`src/sv/qrm_pkg.sv`:
```
// Types, constants and the micro-op table of the rate controller and motor mixer.
`default_nettype none

package qrm_pkg;

  localparam int ROTOR_COUNT = 4;
  localparam int WORD_W      = 32;
  localparam int COEF_W      = 63;
  localparam int MUL_B_W     = 33;
  localparam int MUL_P_W     = 64 + MUL_B_W;
  localparam int DIV_N_W     = 96;
  localparam int CNT_W       = 7;
  localparam int STEP_W      = 5;

  localparam logic [CNT_W-1:0] MUL_LAST  = CNT_W'(MUL_B_W - 1);
  localparam logic [CNT_W-1:0] DIV_LAST  = CNT_W'(DIV_N_W - 1);
  localparam logic [CNT_W-1:0] SQRT_LAST = CNT_W'(31);

  localparam logic [63:0] SAT_MAX  = {1'b0, {63{1'b1}}};
  localparam logic [63:0] TERM_MAX = {3'b000, {61{1'b1}}};
  localparam logic [63:0] GAIN_XY  = 64'd1087898;
  localparam logic [63:0] GAIN_Z   = 64'd327680;

  localparam logic [WORD_W-1:0] MASS_RST = 32'd65536;
  localparam logic [COEF_W-1:0] KF_RST   = 63'd2527638;
  localparam logic [COEF_W-1:0] KM_RST   = 63'd253000;
  localparam logic [WORD_W-1:0] ARM_RST  = 32'd17039;
  localparam logic [WORD_W-1:0] JXX_RST  = 32'd164;
  localparam logic [WORD_W-1:0] JYY_RST  = 32'd164;
  localparam logic [WORD_W-1:0] JZZ_RST  = 32'd295;

  localparam logic [STEP_W-1:0] STEP_DIV0 = 5'd22;
  localparam logic [STEP_W-1:0] STEP_LAST = 5'd31;

  typedef enum logic [2:0] {
    CFG_MASS, CFG_KF, CFG_KM, CFG_ARM, CFG_JXX, CFG_JYY, CFG_JZZ
  } cfg_idx_t;

  typedef enum logic [1:0] {
    MODE_RATE, MODE_TORQUE, MODE_SPEED, MODE_UNKNOWN
  } mode_t;

  typedef enum logic [2:0] {OP_MUL, OP_DIV, OP_ADD, OP_SUB, OP_SQRT} op_t;

  // Operand sources: the first sixteen are datapath registers
  typedef enum logic [4:0] {
    SRC_F, SRC_T0, SRC_T1, SRC_T2, SRC_JW0, SRC_JW1, SRC_JW2, SRC_P,
    SRC_Q, SRC_G, SRC_AX, SRC_AY, SRC_TA, SRC_TX, SRC_TY, SRC_TZ,
    SRC_U0, SRC_W0, SRC_W1, SRC_W2, SRC_E0, SRC_E1, SRC_E2,
    SRC_JD0, SRC_JD1, SRC_JD2, SRC_GXY, SRC_GZ, SRC_MASS
  } src_t;

  typedef enum logic [1:0] {DSH_15, DSH_30, DSH_32} dsh_t;
  typedef enum logic [1:0] {DEN_KF, DEN_KM, DEN_ARM} den_t;

  typedef struct packed {
    op_t        op;
    src_t       a;
    src_t       b;
    src_t       dst;
    logic       sh16;
    dsh_t       dsh;
    den_t       den;
    logic       term;
    logic [1:0] rotor;
  } uop_t;

  typedef struct packed {
    logic load;
    logic start;
    logic commit;
    uop_t uop;
  } cmd_t;

  typedef struct packed {
    logic done;
  } status_t;

  function automatic uop_t mk(op_t op, src_t a, src_t b, src_t dst, logic sh16,
                              dsh_t dsh, den_t den, logic term, logic [1:0] rotor);
    uop_t u;
    u.op    = op;
    u.a     = a;
    u.b     = b;
    u.dst   = dst;
    u.sh16  = sh16;
    u.dsh   = dsh;
    u.den   = den;
    u.term  = term;
    u.rotor = rotor;
    return u;
  endfunction

  // Micro-program: body-rate torque, then mixer divides, then four square roots
  function automatic uop_t uop_at(logic [STEP_W-1:0] step);
    uop_t u;
    case (step)
      5'd0:  u = mk(OP_MUL, SRC_U0, SRC_MASS, SRC_F, 1'b0, DSH_15, DEN_KF, 1'b0, 2'd0);
      5'd1:  u = mk(OP_MUL, SRC_JD0, SRC_GXY, SRC_T0, 1'b0, DSH_15, DEN_KF, 1'b0, 2'd0);
      5'd2:  u = mk(OP_MUL, SRC_T0, SRC_E0, SRC_T0, 1'b1, DSH_15, DEN_KF, 1'b0, 2'd0);
      5'd3:  u = mk(OP_MUL, SRC_JD1, SRC_GXY, SRC_T1, 1'b0, DSH_15, DEN_KF, 1'b0, 2'd0);
      5'd4:  u = mk(OP_MUL, SRC_T1, SRC_E1, SRC_T1, 1'b1, DSH_15, DEN_KF, 1'b0, 2'd0);
      5'd5:  u = mk(OP_MUL, SRC_JD2, SRC_GZ, SRC_T2, 1'b0, DSH_15, DEN_KF, 1'b0, 2'd0);
      5'd6:  u = mk(OP_MUL, SRC_T2, SRC_E2, SRC_T2, 1'b1, DSH_15, DEN_KF, 1'b0, 2'd0);
      5'd7:  u = mk(OP_MUL, SRC_JD0, SRC_W0, SRC_JW0, 1'b0, DSH_15, DEN_KF, 1'b0, 2'd0);
      5'd8:  u = mk(OP_MUL, SRC_JD1, SRC_W1, SRC_JW1, 1'b0, DSH_15, DEN_KF, 1'b0, 2'd0);
      5'd9:  u = mk(OP_MUL, SRC_JD2, SRC_W2, SRC_JW2, 1'b0, DSH_15, DEN_KF, 1'b0, 2'd0);
      5'd10: u = mk(OP_MUL, SRC_JW2, SRC_W1, SRC_P, 1'b1, DSH_15, DEN_KF, 1'b0, 2'd0);
      5'd11: u = mk(OP_MUL, SRC_JW1, SRC_W2, SRC_Q, 1'b1, DSH_15, DEN_KF, 1'b0, 2'd0);
      5'd12: u = mk(OP_SUB, SRC_P, SRC_Q, SRC_G, 1'b0, DSH_15, DEN_KF, 1'b0, 2'd0);
      5'd13: u = mk(OP_ADD, SRC_T0, SRC_G, SRC_T0, 1'b0, DSH_15, DEN_KF, 1'b0, 2'd0);
      5'd14: u = mk(OP_MUL, SRC_JW0, SRC_W2, SRC_P, 1'b1, DSH_15, DEN_KF, 1'b0, 2'd0);
      5'd15: u = mk(OP_MUL, SRC_JW2, SRC_W0, SRC_Q, 1'b1, DSH_15, DEN_KF, 1'b0, 2'd0);
      5'd16: u = mk(OP_SUB, SRC_P, SRC_Q, SRC_G, 1'b0, DSH_15, DEN_KF, 1'b0, 2'd0);
      5'd17: u = mk(OP_ADD, SRC_T1, SRC_G, SRC_T1, 1'b0, DSH_15, DEN_KF, 1'b0, 2'd0);
      5'd18: u = mk(OP_MUL, SRC_JW1, SRC_W0, SRC_P, 1'b1, DSH_15, DEN_KF, 1'b0, 2'd0);
      5'd19: u = mk(OP_MUL, SRC_JW0, SRC_W1, SRC_Q, 1'b1, DSH_15, DEN_KF, 1'b0, 2'd0);
      5'd20: u = mk(OP_SUB, SRC_P, SRC_Q, SRC_G, 1'b0, DSH_15, DEN_KF, 1'b0, 2'd0);
      5'd21: u = mk(OP_ADD, SRC_T2, SRC_G, SRC_T2, 1'b0, DSH_15, DEN_KF, 1'b0, 2'd0);
      5'd22: u = mk(OP_DIV, SRC_F, SRC_F, SRC_TA, 1'b0, DSH_30, DEN_KF, 1'b1, 2'd0);
      5'd23: u = mk(OP_DIV, SRC_T0, SRC_T0, SRC_AX, 1'b0, DSH_15, DEN_ARM, 1'b0, 2'd0);
      5'd24: u = mk(OP_DIV, SRC_T1, SRC_T1, SRC_AY, 1'b0, DSH_15, DEN_ARM, 1'b0, 2'd0);
      5'd25: u = mk(OP_DIV, SRC_AX, SRC_AX, SRC_TX, 1'b0, DSH_32, DEN_KF, 1'b1, 2'd0);
      5'd26: u = mk(OP_DIV, SRC_AY, SRC_AY, SRC_TY, 1'b0, DSH_32, DEN_KF, 1'b1, 2'd0);
      5'd27: u = mk(OP_DIV, SRC_T2, SRC_T2, SRC_TZ, 1'b0, DSH_30, DEN_KM, 1'b1, 2'd0);
      default: u = mk(OP_SQRT, SRC_TA, SRC_TA, SRC_TA, 1'b0, DSH_15, DEN_KF, 1'b0,
                      step[1:0]);
    endcase
    return u;
  endfunction

endpackage

`default_nettype wire

```
`src/sv/qrm_ctrl.sv`:
```
// Sequencer: accepts a beat, walks the micro-program, commits the result beat.
`default_nettype none

module qrm_ctrl import qrm_pkg::*; (
  input  logic    clk,
  input  logic    rst,
  input  logic    in_valid,
  output logic    in_ready,
  input  mode_t   in_mode,
  output logic    out_valid,
  input  logic    out_ready,
  output cmd_t    cmd,
  input  status_t status
);

  typedef enum logic [3:0] {
    ST_IDLE  = 4'b0001,
    ST_ISSUE = 4'b0010,
    ST_BUSY  = 4'b0100,
    ST_DONE  = 4'b1000
  } state_t;

  state_t            state, state_next;
  logic [STEP_W-1:0] step, step_next;
  logic              out_valid_next;
  logic              accept;
  logic              commit;

  assign in_ready = (state == ST_IDLE);
  assign accept   = in_valid && in_ready;
  assign commit   = (state == ST_DONE) && (!out_valid || out_ready);

  // Next state and step
  always_comb begin
    state_next = state;
    step_next  = step;
    unique case (state)
      ST_IDLE: begin
        if (accept) begin
          unique case (in_mode) inside
            MODE_RATE: begin
              step_next  = '0;
              state_next = ST_ISSUE;
            end
            MODE_TORQUE: begin
              step_next  = STEP_DIV0;
              state_next = ST_ISSUE;
            end
            MODE_SPEED, MODE_UNKNOWN: state_next = ST_DONE;
          endcase
        end
      end
      ST_ISSUE: state_next = ST_BUSY;
      ST_BUSY: begin
        if (status.done) begin
          if (step == STEP_LAST) begin
            state_next = ST_DONE;
          end else begin
            step_next  = step + 1'b1;
            state_next = ST_ISSUE;
          end
        end
      end
      ST_DONE: begin
        if (commit) state_next = ST_IDLE;
      end
      default: state_next = ST_IDLE;
    endcase
  end

  // Output beat valid: set on commit, cleared when taken
  always_comb begin
    out_valid_next = out_valid;
    if (commit) out_valid_next = 1'b1;
    else if (out_ready) out_valid_next = 1'b0;
  end

  always_ff @(posedge clk) begin
    if (rst) begin
      state     <= ST_IDLE;
      step      <= '0;
      out_valid <= 1'b0;
    end else begin
      state     <= state_next;
      step      <= step_next;
      out_valid <= out_valid_next;
    end
  end

  // Commands to the datapath
  assign cmd.load   = accept;
  assign cmd.start  = (state == ST_ISSUE);
  assign cmd.commit = commit;
  assign cmd.uop    = uop_at(step);

endmodule

`default_nettype wire

```
`config.mk`:
```
export PLATFORM = sky130hd
export DESIGN_NAME = qrm_ctrl
export DESIGN_NICKNAME = d
export VERILOG_FILES = /design/src/sv/qrm_pkg.sv /design/src/sv/qrm_ctrl.sv
export SDC_FILE = /design/constraint.sdc
export NUM_CORES = 1
export LEC_CHECK = 0
export ABC_AREA = 0
export BUFFER_PORTS_ARGS = -buffer_cell sky130_fd_sc_hd__buf_4
export CORE_UTILIZATION = 55
export DETAILED_ROUTE_END_ITERATION = 10
export PLACE_DENSITY = 0.86
export SLEW_MARGIN = 20
export SYNTH_ARGS = -nofsm -noshare
export SYNTH_HDL_FRONTEND = slang
export SYNTH_SLANG_ARGS = --single-unit
export TNS_END_PERCENT = 50
```
`constraint.sdc`:
```
create_clock -name clk -period 2.6 [get_ports clk]
set_input_delay 0 -clock clk [delete_from_list [all_inputs] [get_ports clk]]
set_output_delay 0 -clock clk [all_outputs]
set_load 0.02 [all_outputs]
```
; Word-level counts from Yosys, hierarchy flattened
; Cells that the tools add are included.
[classes]
add_sub_neg = 1
eq_ne = 40
muxes = 14
n_reduce_logical = 13
[ops]
columns = op, count
row1 = 26-bit one-hot mux with 26 select lines, 1
row2 = "5-bit == test, second input constant", 13
row3 = "5-bit by 4-bit == test with 1-bit output, second input constant", 8
row4 = "5-bit by 3-bit == test with 1-bit output, second input constant", 4
row5 = 5-bit one-hot mux with 2 select lines, 2
row6 = 4-bit 2-to-1 mux, 4
row7 = 4-bit one-hot mux with 4 select lines, 1
row8 = 5-bit 2-to-1 mux, 3
row9 = "5-bit by 2-bit == test with 1-bit output, second input constant", 2
row10 = 4-bit one-hot mux with 2 select lines, 1
row11 = "2-bit != test, second input constant", 3
row12 = "5-bit by 1-bit adder with 5-bit output, second input constant", 1
row13 = "5-bit by 1-bit == test with 1-bit output, second input constant", 1
row14 = 5-bit logical NOT, 1
row15 = 5-bit AND reduction, 1
row16 = "2-bit == test, second input constant", 2
row17 = "4-bit by 1-bit == test with 1-bit output, second input constant", 1
row18 = "4-bit by 2-bit == test with 1-bit output, second input constant", 1
row19 = "4-bit by 3-bit == test with 1-bit output, second input constant", 1
row20 = "4-bit == test, second input constant", 1
row21 = 2-bit nonzero test, 2
row22 = 2-bit OR reduction, 2
row23 = "3-bit by 1-bit != test with 1-bit output, second input constant", 1
row24 = 3-bit AND reduction, 1
row25 = other kinds (8), 10
[totals]
regBits = 10
input_bits = 7
out_inout_bits = 31

; Logic depth before layout (Yosys ltp)
; Gate-level depths: netlist of run 1.
[logic_depth]
ltp_word = 5
mapped_depth = 10

; Worst setup path after synthesis of run 1
; Ideal clock, no wire load.
[synth_path]
kind = reg2reg
startpoint = reg step[0]
endpoint = reg step[1]
arrival_time_ns = 1.905
required_time_ns = 2.514
slack_ns = 0.610
stages_incl_launch_ff = 10
n_path_buf = 2
period_less_slack_ns = 1.990
cell_sequence = dfxtp_1 ha_1 buf_6 clkbuf_1 and3_1 ha_1 nand3b_2 a21boi_4 nor2_1 a211oi_1
[synth_between]
elab_chain_cells = 4
elab_cells_between_ends = 7
cone_classes = 1 x add/sub / 2 x eq/ne / 3 x mux / 1 x reduce/logical
[synth_rtl]
columns = element, line_no
row1 = "start, declared", qrm_ctrl.sv:24  ; logic [STEP_W-1:0] step, step_next;
row2 = "start signal, assigned", qrm_ctrl.sv:85  ; step <= step_next;
row3 = 5-bit by 1-bit adder with 5-bit output, qrm_ctrl.sv:59  ; step_next = step + 1'b1;
row4 = 5-bit 2-to-1 mux, qrm_ctrl.sv:56  ; if (step == STEP_LAST) begin
row5 = 5-bit 2-to-1 mux, qrm_ctrl.sv:55  ; if (status.done) begin
row6 = 5-bit one-hot mux with 2 select lines, qrm_ctrl.sv:37  ; unique case (state)
; Parallel ways exist; a longest one is shown, timed or not. The select of a mux whose other input is x is not followed.
; A chain may end at the register's enable or synchronous reset.

==> metrics.md, run 1 <==
| Metric | Value |
|---|---|
| Status | completed |
| Worst slew margin relative to its limit | approximately two thirds |
| Unique cell type count in the Yosys netlist | between 60 and 70 |
| Number of clock sinks | 10 |
| Critical Path Max Stage Delay | around 0.41 ns |
| Maximum frequency from static timing analysis | ~420 MHz |
| Arrival time of the worst setup path | approximately 2.4 ns |
| Type of destination of the critical path | primary output |
| Count of pins on the block boundary | 38 |
| Worst Path Max Fanout | 9 |
| RSZ-0062 raised after global routing | no |
| Placement Rows | 19 |
| Count of nets left with antenna violations after detail routing | 0 |
| Worst-path cell with the longest stage delay | sky130_fd_sc_hd__dfxtp_1 |
| Pwr/cell area | 330 nW/um2 |
| Wire length per cell | ~14 um |
| Most frequent cell on the critical path | sky130_fd_sc_hd__buf_4 |
| Pins Over Slew Limit | 0 |
| Overflow left after global routing | 0 |
| Asr flop ratio synth | 0% |
| WL final | around 4100 um |
| Area added between synthesis and finish | 16.4% |
| Setup WS pre-CTS | 0.384 ns |
| Starting Density | about three fifths |
| Crit path time final | between 2 and 2.5 ns |
| Final estimated routing congestion in global placement | 0.991 |
| Cells after DPL | 288 |
| Number of synthesized register bits | 10 |
| Number of nets in the final layout | approximately 280 |
| Average instance area after synthesis | 6.79 um2 |
| Die extent in x | approximately 56 um |
| Internal cell power | 352 uW |
| Sum of negative setup slack | 0 ns |
| Vertical die dimension | 56.1 um |
| Cell-by-cell listing of the critical path | inv_1 > ha_1 > buf_4 > nor2_1 > o22ai_1 > a21oi_1 > o2111ai_4 > nand4_2 > buf_4 |
| Post-synthesis sequential area ratio | roughly an eighth |
| Switching power | between 200 and 300 uW |
| Post-synthesis instance area | about 1600 um2 |
| Floorplan die area | 3150 um2 |
| Crit path kind | flip-flop to primary output |
| Seq. cell area | about 200 um2 |
| Fin. Hold Viols | 0 |
| Clock root buffer master | sky130_fd_sc_hd__clkbuf_4 |
| Kind of start point of the critical path | flip-flop |
| HPWL after detailed placement | about 3000 um |
| Number of enable-type register cells in the synthesized netlist | 0 |
| TritonCTS clock tree | done |
| Fraction of layout instances using a drive strength above 1 | about a quarter |
| Max Cap Violations | 0 |
| Cell type with the largest total area after synthesis | sky130_fd_sc_hd__dfxtp_1 |
| Main flop type after synthesis | sky130_fd_sc_hd__dfxtp_1 |
| Setup Viol. Count Final | 0 |
| First drt pass iteration count | 4 |
| Most frequent cell after synthesis | sky130_fd_sc_hd__nor2_1 |
| Hold WC Path Type | input port to flip-flop |
| Port Buffer Count | 36 |
| Endpoint required time on the critical path | between 2 and 3 ns |
| TritonCTS buffer count | 3 |
| Largest net degree at the start of global routing | 30 |
| CTS H-tree depth | 1 |
| Leakage component of the power | 0.000809 uW |
| Total via count after detailed routing | between 1,500 and 2,000 |
| Max IR drop VDD | ~0.00028 V |
| Clk pwr share | between 10% and 20% |
| Clock skew | 0.00566 ns |
| Drc violations | 0 |
| Top area cells in the synthesized netlist | sky130_fd_sc_hd__dfxtp_1 12%, sky130_fd_sc_hd__nor2_1 8.2%, sky130_fd_sc_hd__a21oi_1 7.1% |
| Reg2reg setup slack | 0.65 ns |
| Final clock period utilization by the worst path | just over 90% |
| Clock-pin slew on the worst setup and hold paths | ~0.070 ns |
| Global-route wire length before repair | roughly 6800 um |
| Nets in the synthesized netlist | 250 |
| Switching Fraction | a little over two fifths |
| Worst Slack Setup Final | a little over 0.2 ns |
| Fill cell count | between 200 and 250 |
| Combined area of the multi-input logic cells | around 1200 um2 |
| Count of mapped cells out of synthesis | around 240 |
| First DRT Iteration DRCs | 130 |
| Number of buffers between clock root and the deepest sink | 2 |
| Number of antenna violations at the first check in global routing | 0 |
| Seq pwr share | between 20% and 30% |
| Gr usage total | 26.4% |
| Worst-Margin Slew | approximately 0.52 ns |
| Diode count | 0 |
| Yosys warnings | 0 |
| Leading cell types by count after synthesis | 35 x sky130_fd_sc_hd__nor2_1, 23 x sky130_fd_sc_hd__a21oi_1, 15 x sky130_fd_sc_hd__nand2_1, 15 x sky130_fd_sc_hd__o21ai_0 |
| Worst skew pair latency | 0.27 ns |
| Post-synth top area share | roughly 12% |
| Post-DR vias/cell | between 6 and 7 |
| Core Footprint | between 2000 and 3000 um2 |
| Final instance count without filler cells | 292 |
| Via count of the first global-routing pass | 1,451 |
| Combinational cell fraction of total power | around 54% |
| Hold Slack | 0.0204 ns |
[area by class of cell]
cell class / instances / area share (%)
clock buffer: 3 / 1.20
sequential: 10 / 10.7
timing repair buffer: 47 / 19.0
tap: 31 / 2.07
multi-input combinational: 191 / 65.1
inverter: 10 / 2.00
[metal layers]
layer  up-vias  global-route usage [%]  share of wire [%]  routed length (um)
met3         4                    5.12                9.5                 390
met5         -                       0                  0                   0
met1       811                    40.1                 46                1890
met2       107                    36.6                 44                1800
met4         0                    8.71               0.63                  26
li1        894                       -                  -                   -
[worst max-delay path: cells and delay by family (launching register included)]
| family | cells | cell delay (ns) |
|---|---|---|
| flops | 1 | 0.41 |
| simple gates | 2 | 0.28 |
| fa+ha+maj | 1 | 0.34 |
| buf+inv | 3 | 0.48 |
| compound gates | 3 | 0.61 |
[sequential cells by signal (all words and copies together), names as in the netlist]
name	flops
out_valid	1
step	5
state	4
[placed cells by master, fill, tap and decap left out, types with 6 or more instances in the layout]
cell,count
sky130_fd_sc_hd__o21ai_0,15
sky130_fd_sc_hd__nand2_1,15
sky130_fd_sc_hd__inv_1,9
sky130_fd_sc_hd__nand3_1,10
sky130_fd_sc_hd__nor2_1,35
sky130_fd_sc_hd__a21oi_1,23
sky130_fd_sc_hd__nor2b_1,8
sky130_fd_sc_hd__buf_4,46
sky130_fd_sc_hd__nand2b_1,6
sky130_fd_sc_hd__dfxtp_1,10
[cells by family (layout without fill, tap and decap cells)]
| group | Yosys count | count (layout) | synth area share [%] |
|---|---|---|---|
| other | 1 | 1 | 0.233 |
| AOI/OAI and AO/OA | 72 | 72 | 31.0 |
| buffers and inverters | 36 | 60 | 12.0 |
| DFF | 10 | 10 | 12.4 |
| and+or+nand+nor | 110 | 110 | 38.5 |
| xor gates and xnor gates | 1 | 1 | 0.544 |
| adders and majority gates | 7 | 7 | 5.28 |
[final timing paths]
kind	start	endpoint	depth (start not counted)
worst min-delay path	out_ready	out_valid	3
worst min register to register	out_valid	out_valid	2
worst max register to register	step[0]	step[1]	7
worst max-delay path	step[0]	cmd[20]	9
[power by group through the flow]
stage	sequential [uW]	combinational, uW	clock (uW)
3_3_place_gp	181	326	0
3_5_place_dp	181	328	0
4_1_cts	177	330	111
2_1_floorplan	173	232	0
6_report	178	333	107
5_1_grt	179	359	119
[repair_timing]
item                                    4_1_cts  5_1_grt
buffers inserted                              0        0
resized for setup                             0        1
endpoints found under the setup margin        0        9
hold buffers                                  1        0
hold endpoints to repair                      9        0
[per-stage QoR]
| step | utilization (%) | cell area [um2] | total power [uW] |
|---|---|---|---|
| after floorplan | - | 1610 | 405 |
| after global placement | 66.7 | 1840 | 506 |
| after detailed placement | 66.7 | 1840 | 509 |
| after CTS | 67.9 | 1870 | 618 |
| after global routing | 68.0 | 1870 | 657 |
| final | 68.0 | 1870 | 618 |
No activity file was read; power rests on OpenSTA's default activity.
==> run 2, diff against run 1 <==
==> constraint.sdc (replaced) <==
create_clock -name clk -period 2.6 [get_ports clk]
set_input_delay 0.13 -clock clk [delete_from_list [all_inputs] [get_ports clk]]
set_output_delay 0.13 -clock clk [all_outputs]
set_load 0.02 [all_outputs]
==> run 2 against run 1 <==
Critical endpoint is now cmd[8]; cell area is 2.6% higher; wire length is 8.6% higher; critical path type unchanged; clock power is 6% lower.
==> metrics.md, run 2 (synthesized netlist as in run 1, its figures left out) <==
| Metric | Value |
|---|---|
| Status | completed |
| Clk pwr share | between 15 and 20% |
| Sum of routed wire segments on met1 | 1980 um |
| Switching Fraction | 42.6% |
| Max IR drop VDD | 0.000347 V |
| Final clock period utilization by the worst path | 93.0% |
| Count of pins on the block boundary | 38 |
| Drc violations | 0 |
| Maximum frequency from static timing analysis | slightly above 400 MHz |
| Worst-path cell with the longest stage delay | sky130_fd_sc_hd__nor2_1 |
| Number of antenna violations at the first check in global routing | 0 |
| Via count of the first global-routing pass | about 1,500 |
| Vertical die dimension | ~56 um |
| First DRT Iteration DRCs | between 100 and 150 |
| HPWL after detailed placement | 3040 um |
| RSZ-0062 raised after global routing | no |
| Endpoint required time on the critical path | ~2.5 ns |
| First drt pass iteration count | 5 |
| CTS Hold Bufs | 0 |
| Worst Hold End | step[4] |
| Number of buffers between clock root and the deepest sink | 2 |
| Clock root buffer master | sky130_fd_sc_hd__clkbuf_4 |
| Arrival time of the worst setup path | 2.29 ns |
| Final estimated routing congestion in global placement | 0.887 |
| Diode count | 0 |
| Starting Density | between 50% and 60% |
| Wire length per cell | around 15 um |
| Pwr/cell area | about 330 nW/um2 |
| Crit path time final | 2.42 ns |
| Hold_sp | rst |
| Number of cells traversed by the worst hold path | 2 |
| Fill cell count | between 200 and 250 |
| Utilization of the core after routing | between 60% and 70% |
| Reg-to-Reg Start | step[2] |
| Routed length on met3 | about 380 um |
| TritonCTS buffer count | 3 |
| Max Cap Violations | 0 |
| Fin. Hold Viols | 0 |
| Reg2reg setup slack | ~0.56 ns |
| Cell-by-cell listing of the critical path | inv_1 > ha_2 > buf_4 > nor2_1 > maj3_1 > a21o_1 > o211ai_1 > buf_4 |
| Post-DR vias/cell | between 6 and 7 |
| Die extent in x | roughly 56 um |
| Number of cells on the worst reg-to-reg path | 6 |
| Combinational cell fraction of total power | 55.0% |
| Total via count after detailed routing | ~1,900 |
| Worst slew margin relative to its limit | a little under three fifths |
| Number of nets in the final layout | about 280 |
| Largest net degree at the start of global routing | 30 |
| Global-route wire length before repair | 7010 um |
| Port Buffer Count | 36 |
| Clock skew | between 0.0004 and 0.0005 ns |
| Commonest non-fill, non-tap cells in the layout | 48 x sky130_fd_sc_hd__buf_4, 35 x sky130_fd_sc_hd__nor2_1, 22 x sky130_fd_sc_hd__a21oi_1 |
| Top flop regs | step (5), state (4), out_valid (1) |
| Pins Over Slew Limit | 0 |
| Most frequent cell on the critical path | sky130_fd_sc_hd__buf_4 |
| Capture instance of the worst register-to-register path | step[2] |
| CTS H-tree depth | 1 |
| Crit path kind | flip-flop to primary output |
| Fraction of layout instances using a drive strength above 1 | approximately 29% |
| Type of destination of the critical path | primary output |
| Kind of start point of the critical path | flip-flop |
| Count of nets left with antenna violations after detail routing | 0 |
| Worst Path Max Fanout | 10 |
| Leakage component of the power | 0.000816 uW |
| Worst skew pair latency | 0.25 ns |
| Internal cell power | about 360 uW |
| Number of flip-flops under the largest register name | 5 |
| Number of clock sinks | 10 |
| WL final | 4450 um |
| Critical Path Max Stage Delay | ~0.41 ns |
| Placement Rows | 19 |
| Most frequent standard cell in the layout excluding fill and tap cells | sky130_fd_sc_hd__buf_4 |
| Register ranked first by flip-flop count | step |
| Uppermost signal routing layer after detailed routing | met4 |
| Worst setup path start | step[1] |
| Seq pwr share | around 29% |
| Setup Viol. Count Final | 0 |
| Core Footprint | approximately 2800 um2 |
| Sum of negative setup slack | 0 ns |
| Detailed-routed wire length on met2 | between 2000 and 2500 um |
| Overflow left after global routing | 0 |
| Area added between synthesis and finish | 19.4% |
| Gr usage total | between 20% and 30% |
| Floorplan die area | approximately 3100 um2 |
| Hold WC Path Type | input port to flip-flop |
| Worst-Margin Slew | 0.638 ns |
| Clock-pin slew on the worst setup and hold paths | about 0.060 ns |
| Final design area excluding fillers | around 1900 um2 |
| Post-placement cell area | around 1900 um2 |
| TritonCTS clock tree | done |
| Switching power | roughly 270 uW |
run 2: stage by stage:
step | instances | power (uW) | worst slack (ns) | hold WS, ns
after CTS | 293 | 614 | 0.00655 | 0.118
after floorplan | 237 | 405 | 0.490 | 0.290
after global routing | 294 | 667 | 0.0231 | 0.116
final | 294 | 626 | 0.182 | 0.126
after global placement | 290 | 510 | 0.320 | 0.390
after detailed placement | 290 | 514 | 0.308 | 0.389
run 2: worst max-delay path by stage:
stage and end:
2_1_floorplan cmd[0], 3_3_place_gp cmd[1], 3_5_place_dp cmd[20], 4_1_cts cmd[20]
5_1_grt cmd[20], 6_report cmd[8]
run 2: critical path, delay by kind of cell, from the launching register on:
kind | cells | cell delay [ns]
adders and majority gates | 2 | 0.54
buffers and inverters | 3 | 0.48
and+or+nand+nor | 1 | 0.41
DFF | 1 | 0.39
AOI/OAI and AO/OA | 2 | 0.22
run 2: power by group through the flow:
stage	Combinational, uW	Sequential, uW	Clock [uW]
after floorplan	232	173	0
after global placement	328	182	0
after detailed placement	331	183	0
after CTS	333	179	102
after global routing	372	182	113
final	344	181	101
run 2: timing repair:
| item | in CTS | in global routing |
|---|---|---|
| gates resized for setup | 0 | 8 |
| buffers inserted | 0 | 0 |
| setup endpoints to repair | 0 | 10 |
run 2: metal layers:
metal  up-vias  global-route usage, %
met1       854                   40.1
met4         0                   3.48
met5         -                      0
li1        903                      -
met3         6                   5.35
met2       108                   40.6
run 2: area by class of cell:
type	instances	area, um2	area share, %
Timing Repair Buffer	48	360	18.7
Multi-Input combinational cell	192	1260	65.6
Inverter	10	37.5	1.95
Clock buffer	3	22.5	1.17
Tap cell	31	38.8	2.02
Sequential cell	10	201	10.5
==> run 3, diff against run 2 <==
==> constraint.sdc (replaced) <==
create_clock -name clk -period 3 [get_ports clk]
set_input_delay 0.15 -clock clk [delete_from_list [all_inputs] [get_ports clk]]
set_output_delay 0.15 -clock clk [all_outputs]
set_load 0.02 [all_outputs]
==> run 3 against run 2 <==
Via count is 6.3% lower; register-to-register slack better by 0.09 ns; sequential share of layout area up 0.59 points; die area unchanged; sequential power down 15%; non-clock buffer count shrank 9; first-iteration DRC count shrank 5.8%; global-route usage decreased by 0.23 points; combinational power decreased by 19%; power is 16% lower.
==> metrics.md, run 3 (synthesized netlist as in run 1, its figures left out) <==
| Metric | Value |
|---|---|
| CTS Hold Bufs | 0 |
| Core Footprint | roughly 2800 um2 |
| Status | completed |
| CTS H-tree depth | 1 |
| Worst-Margin Slew | approximately 0.67 ns |
| Leakage component of the power | 0.000770 uW |
| Max IR drop VDD | 0.000287 V |
| Maximum frequency from static timing analysis | 362 MHz |
| Final clock period utilization by the worst path | between 90 and 100% |
| Hold WC Path Type | input port to flip-flop |
| Fill cell count | 270 |
| Pins Over Slew Limit | 0 |
| Endpoint required time on the critical path | around 2.9 ns |
| Type of destination of the critical path | primary output |
| Floorplan die area | around 3100 um2 |
| Number of flip-flops under the largest register name | 5 |
| Placement Rows | 19 |
| Crit path kind | flip-flop to primary output |
| Via count of the first global-routing pass | about 1,500 |
| Count of nets left with antenna violations after detail routing | 0 |
| Post-DR vias/cell | approximately 6 |
| Vertical die dimension | 56.1 um |
| Fin. Hold Viols | 0 |
| Post-placement cell area | around 1800 um2 |
| Worst skew pair latency | around 0.27 ns |
| Wire length per cell | 14.4 um |
| Max Cap Violations | 0 |
| HPWL after detailed placement | ~2900 um |
| Pwr/cell area | 292 nW/um2 |
| Arrival time of the worst setup path | 2.61 ns |
| Largest net degree at the start of global routing | 39 |
| Sum of negative setup slack | 0 ns |
| Count of pins on the block boundary | 38 |
| Setup Viol. Count Final | 0 |
| Final estimated routing congestion in global placement | between 0.9 and 1 |
| Number of antenna violations at the first check in global routing | 0 |
| First DRT Iteration DRCs | 97 |
| Fraction of layout instances using a drive strength above 1 | a little under a quarter |
| Number of gates resized after cts | 0 |
| Diode count | 0 |
| Number of cells on the worst reg-to-reg path | 7 |
| Worst setup path start | step[0] |
| Number of cells traversed by the worst hold path | 2 |
| TritonCTS buffer count | 3 |
| Number of nets in the final layout | ~270 |
| Overflow left after global routing | 0 |
| Gr usage total | a little over a quarter |
| Clock root buffer master | sky130_fd_sc_hd__clkbuf_4 |
| Drc violations | 0 |
| RSZ-0062 raised after global routing | no |
| Reg-to-Reg Start | step[0] |
| Top flop regs | step (5), state (4), out_valid (1) |
| WL final | around 4100 um |
| Post-CTS Setup Bufs | 0 |
| Number of clock sinks | 10 |
| Total via count after detailed routing | roughly 1,800 |
| Final design area excluding fillers | 1810 um2 |
| Port Buffer Count | 36 |
| Number of buffers between clock root and the deepest sink | 2 |
| Crit path time final | around 2.8 ns |
| Most frequent standard cell in the layout excluding fill and tap cells | sky130_fd_sc_hd__buf_4 |
| Worst Path Max Fanout | 17 |
| Global-route wire length before repair | 6980 um |
| First drt pass iteration count | 4 |
| Worst slew margin relative to its limit | between 50% and 60% |
| Starting Density | around three fifths |
| Register ranked first by flip-flop count | step |
| Kind of start point of the critical path | flip-flop |
| Clock-pin slew on the worst setup and hold paths | approximately 0.070 ns |
| TritonCTS clock tree | done |
| Hold_sp | rst |
| Die extent in x | about 56 um |
| Clock skew | 0.00717 ns |
| Commonest non-fill, non-tap cells in the layout | 39 x sky130_fd_sc_hd__buf_4, 35 x sky130_fd_sc_hd__nor2_1, 23 x sky130_fd_sc_hd__a21oi_1 |
| Area added between synthesis and finish | 12.4% |
[run 3: final timing paths]
kind               endpoint  slack, ns
setup / recovery    cmd[20]       0.24
hold / removal      step[4]       0.13
setup reg to reg    step[4]       0.65
hold reg to reg   out_valid       0.52
[run 3: per-stage QoR]
step / total power [uW] / worst slack (ns) / utilization (%) / instances / hold slack (ns)
6_report: 528 / 0.238 / 65.6 / 284 / 0.132
5_1_grt: 562 / 0.0178 / 65.6 / 284 / 0.129
4_1_cts: 527 / 0.262 / 65.6 / 284 / 0.125
3_5_place_dp: 435 / 0.561 / 64.8 / 281 / 0.411
3_3_place_gp: 433 / 0.565 / 64.8 / 281 / 0.409
2_1_floorplan: 351 / 0.870 / - / 237 / 0.310
[run 3: final cells by class]
cell class,count,area (um2),area share [%]
multi-input cells,191,1220,67.3
repair buffers,39,293,16.2
flip-flops and latches,10,200,11.1
well taps,31,38.8,2.14
inverters,10,37.5,2.07
clock buffers,3,22.5,1.24
[run 3: metal layers]
layer | GRT usage (%) | vias up | share of wire, %
met5 | 0 | - | 0
met3 | 5.35 | 4 | 8.3
met2 | 38.9 | 86 | 44
met1 | 40.8 | 781 | 47
li1 | - | 882 | -
met4 | 3.83 | 0 | 0.61
[run 3: worst max-delay path, stage by stage, from the launching register on]
cell and delay (ns):
sky130_fd_sc_hd__dfxtp_1 0.43, sky130_fd_sc_hd__inv_1 0.12, sky130_fd_sc_hd__ha_1 0.43, sky130_fd_sc_hd__nor2_1 0.40, sky130_fd_sc_hd__o22ai_1 0.13, sky130_fd_sc_hd__a21oi_1 0.27, sky130_fd_sc_hd__o2111ai_4 0.26, sky130_fd_sc_hd__nand4_2 0.15
sky130_fd_sc_hd__buf_4 0.15
[run 3: where the power goes]
part           total, uW  switching, uW  internal [uW]
Combinational        280            168            113
Sequential           154           13.6            140
Clock               94.1           47.7           46.4
Total                528            229            299
